$ cat config.mk
export PLATFORM = sky130hd
export DESIGN_NAME = gmws_ram
export DESIGN_NICKNAME = d
export VERILOG_FILES = /design/src/hw/rtl/gmws_ram.sv
export SDC_FILE = /design/constraint.sdc
export NUM_CORES = 2
export LEC_CHECK = 0
export ABC_AREA = 0
export BUFFER_PORTS_ARGS = -buffer_cell sky130_fd_sc_hd__buf_4
export CAP_MARGIN = 0
export CORE_UTILIZATION = 46
export DETAILED_ROUTE_END_ITERATION = 8
export PLACE_DENSITY = 0.71
export SLEW_MARGIN = 25
export SYNTH_ARGS = -nofsm -noshare
export SYNTH_HDL_FRONTEND = slang
export SYNTH_SLANG_ARGS = --single-unit
$ cat constraint.sdc
create_clock -name aclk -period 3.6 [get_ports aclk]
set_input_delay 0.54 -clock aclk [delete_from_list [all_inputs] [get_ports aclk]]
set_output_delay 0.54 -clock aclk [all_outputs]
set_load 0.01 [all_outputs]
$ cat src/hw/rtl/gmws_ram.sv
module gmws_ram #(
    parameter int WIDTH = 4,
    parameter int DEPTH = 1024
) (
    input  logic                     aclk,
    input  logic                     we,
    input  logic [$clog2(DEPTH)-1:0] waddr,
    input  logic [WIDTH-1:0]         wdata,
    input  logic [$clog2(DEPTH)-1:0] raddr,
    output logic [WIDTH-1:0]         rdata
);

    logic [WIDTH-1:0] mem [DEPTH];

    always_ff @(posedge aclk) begin
        if (we) begin
            mem[waddr] <= wdata;
        end
        rdata <= mem[raddr];
    end

endmodule

# After elaboration in Yosys (flattened, before gate mapping)
# Memory sizes are Yosys's and may differ from the RTL's. A register that Yosys moved wholly into a read port is not among the register bits.
# Cells that the tools add are included.
# classes
muxes	2
# ops
operator	n
two-way mux 1 bit	2
# word_totals
ff_bits	0
ram_bits	4096
in_bits	26
n_memories	1
# memory_table
name	words	word_bits	read_ports	rd_ports_with_merged_regs	wr	line	source
mem	1024	4	1	1	1	13	logic [WIDTH-1:0] mem [DEPTH];

# Logic depth before layout (Yosys ltp)
# logic_depth
depth_word	2
ltp_mapped	17

# Worst setup path before layout
# Ideal clock, no wire load.
# synth_path
path_type	input -> register
startpoint	input port raddr[0]
endpoint	register rdata[2], read port of mem
setup_ns	0.130
t_arrival_ns	2.992
required_ns	3.470
slack_ns	0.478
path_stages	12
n_path_buf	5
path_cell_list	buf_6 buf_6 buf_6 buf_4 buf_2 mux4_2 a22oi_1 a21oi_1 nor4_1 a211oi_1 o41ai_1 nand4_1
# synth_lines
element	line	source
start, declared	9	input logic [$clog2(DEPTH)-1:0] raddr,
end, declared	10	output logic [WIDTH-1:0] rdata

==> key figures <==
Global route
  • First-pass GRT wire length: 644000 µm
  • GRT Residual Overflow: 0
  • Largest net degree at the start of global routing: about 180
  • Total GRT Usage: 25.3%
  • Initial antenna violation count: 28
  • Vias in the first global route: between 80000 and 90000

Synth
  • Warnings from Yosys: 0
  • EDFF count, synth: 4096
  • Largest cells by area after synthesis: edfxtp_1, mux4_2, mux2i_1
  • Synth top cells by count: edfxtp_1, nor2_1, mux4_2
  • Cell variety after synth: 76
  • Mapped Area: 162000 µm²
  • Ys flop type: edfxtp_1
  • Count leader, synth: edfxtp_1
  • Post-synth top area share: 75.9%
  • #FFs+latches synth: 4100
  • Synth Net Count: 8316
  • Sequential area share after synthesis: between 70% and 80%
  • Cell taking the most area after synthesis: edfxtp_1
  • FFs w/ async S/R, synth: 0%
  • Syn Inst Count: 8290
  • Avg Inst Size Synth: 19.6 µm²

Drt
  • Vias per cell: between 6 and 7
  • Vias: 87800
  • Drt pass-1 iters: 9
  • Routed WL per cell: 32.9 µm
  • Remaining antenna violation count: 0
  • Drt total wl: 454000 µm
  • # DRC: 0
  • 1st-iter DRT viols: 13700

Worst setup path
  • Worst EP arrival: about 4300 ps
  • Kind of critical path: input pin to flop
  • Path depth of the worst reg2reg path: 10
  • Critical path peak fanout: 12
  • Crit path required time: 4460 ps
  • Endpoint class of the critical path: flop
  • Crit start category: input pin

CTS
  • Longest Clk Path Bufs: 4
  • CTS root buffer: clkbuf_16
  • H-tree Lvls: 5
  • Clock sink total: 4100
  • TritonCTS clock tree: built
  • Worst skew pair latency: 970 ps
  • Post-cts hold buffer count: 0
  • Clk slew on worst S/H paths: 60 ps
  • Setup bufs post-CTS: 0
  • CTS buffer count: 407
  • Post-CTS Resized: 0

STA
  • Hold Fails Final Rpt: 0
  • Worst slew pin tran: 1280 ps
  • RSZ-0062 raised after global routing: false
  • Tcrit/Tclk final: 94.9%
  • Max Clk Rate: approximately 0.29 GHz
  • Clock skew: 73.6 ps
  • Setup-failing EPs final: 0
  • Slew Viols, Final: 0
  • Slew HR: around 15%
  • Final min period: roughly 3400 ps

Run status
  • Outcome: complete, no violations

Pwr
  • Leak: 58.4 nW
  • Power Dens Cells: between 500 and 600 nW/µm²
  • Maximum vdd ir drop: 0.000496 V
  • Total power: 100 mW

Place
  • Placed cell areas: 173000 µm²
  • Final Wtd Congestion: 0.914
  • IO buf count: 29
  • Detailed Place HPWL: between 200000 and 300000 µm

Layout
  • Synth-to-layout area growth: 14.6%
  • Final instance area: 186000 µm²
  • Fillers: 26000
  • Share of cells above drive strength 1: 25.0%
  • Final #Nets: 8873

Run
  • Max-cap violations: 0

Worst hold path
  • Hold Path Class: input pin to flop
  • Hold Path Cell Cnt: 1

Die
  • Top-Level Pins: 30
  • Area of the die: 355000 µm²
  • DIE HEIGHT: 596 µm
  • Initial Util: 46.3%
  • Core Rows: between 200 and 250
  • Core area: 350000 µm²
  • Die Width: 596 µm
where the power goes:
part	switching (mW)	internal, mW
combinational	3.48	2.04
clock	18.2	23.7
sequential	0.0388	52.5
total	21.7	78.3
worst paths after layout:
check,from,end,slack [ps]
max,raddr[3],rdata[3]$_DFF_P_,180
min,wdata[2],mem[299][2]$_DFFE_PP_,60
max reg2reg,mem[555][3]$_DFFE_PP_,rdata[3]$_DFF_P_,330
min reg2reg,mem[755][2]$_DFFE_PP_,rdata[2]$_DFF_P_,1100
layout by cell type (no fill, tap or decap), types with 99 or more instances in the layout:
cell type  netlist  final
o221ai_1       168    168
nor2_1        1103   1101
edfxtp_1      4096   4096
mux2i_1        461    461
mux4_2         875    875
nand2_1        166    161
a21oi_1        129    129
nor3_1         100     99
buf_4           60    586
clkbuf_16        0    408
buf_12           1    145
worst max-delay path, cell delays in order:
cell       delay (ps)
buf_4             330
buf_12            230
and2_1            570
buf_4             290
a22oi_1           150
o2111ai_1         570
o41ai_1           220
buf_4             220
nor2_1            470
o211ai_1          440
o2111ai_1         210
flip-flops by register name (all words and copies together) (netlist names):
name and flops:
mem 4096, rdata 4
cell type report:
cell class | instances | area (µm²) | share of cell area [%]
timing repair buffer | 739 | 7430 | 4.00
antenna | 17 | 42.5 | 0.0229
multi-input combinational | 3593 | 36300 | 19.5
sequential | 4100 | 123000 | 66.2
inverter | 6 | 36.3 | 0.0195
clock inverter | 274 | 2710 | 1.46
clock buffer | 473 | 10500 | 5.63
tap | 4599 | 5750 | 3.10
metal layers:
metal	share of wire [%]	track usage (%)	vias up	routed length, µm
li1	-	-	35100	-
met1	35	33.3	45700	161000
met2	47	39.8	5910	213000
met3	12	5.79	1128	54200
met4	5.6	12.5	8	25200
met5	0.012	0	-	56
per-stage QoR:
stage	std cells	utilization [%]	hold WS [ps]	setup TNS [ps]	setup slack [ps]
2_1_floorplan	8290	-	639	0	478
3_3_place_gp	13000	49.3	1060	-2480	-702
3_5_place_dp	13000	49.3	1060	-1850	-617
4_1_cts	13800	53.1	37.3	0	306
5_1_grt	13800	53.1	83.2	0	237
6_report	13800	53.1	62.5	0	184
kinds of logic (layout without fill, tap and decap cells):
logic type,after synthesis,count (layout),share of synthesized area [%]
flops,4100,4100,75.9
simple gates,1560,1560,3.99
mux,1359,1359,15.2
compound gates,674,674,2.96
buf+inv,597,1492,1.96
other cells,0,17,0
(Power assumes the default switching activity.)
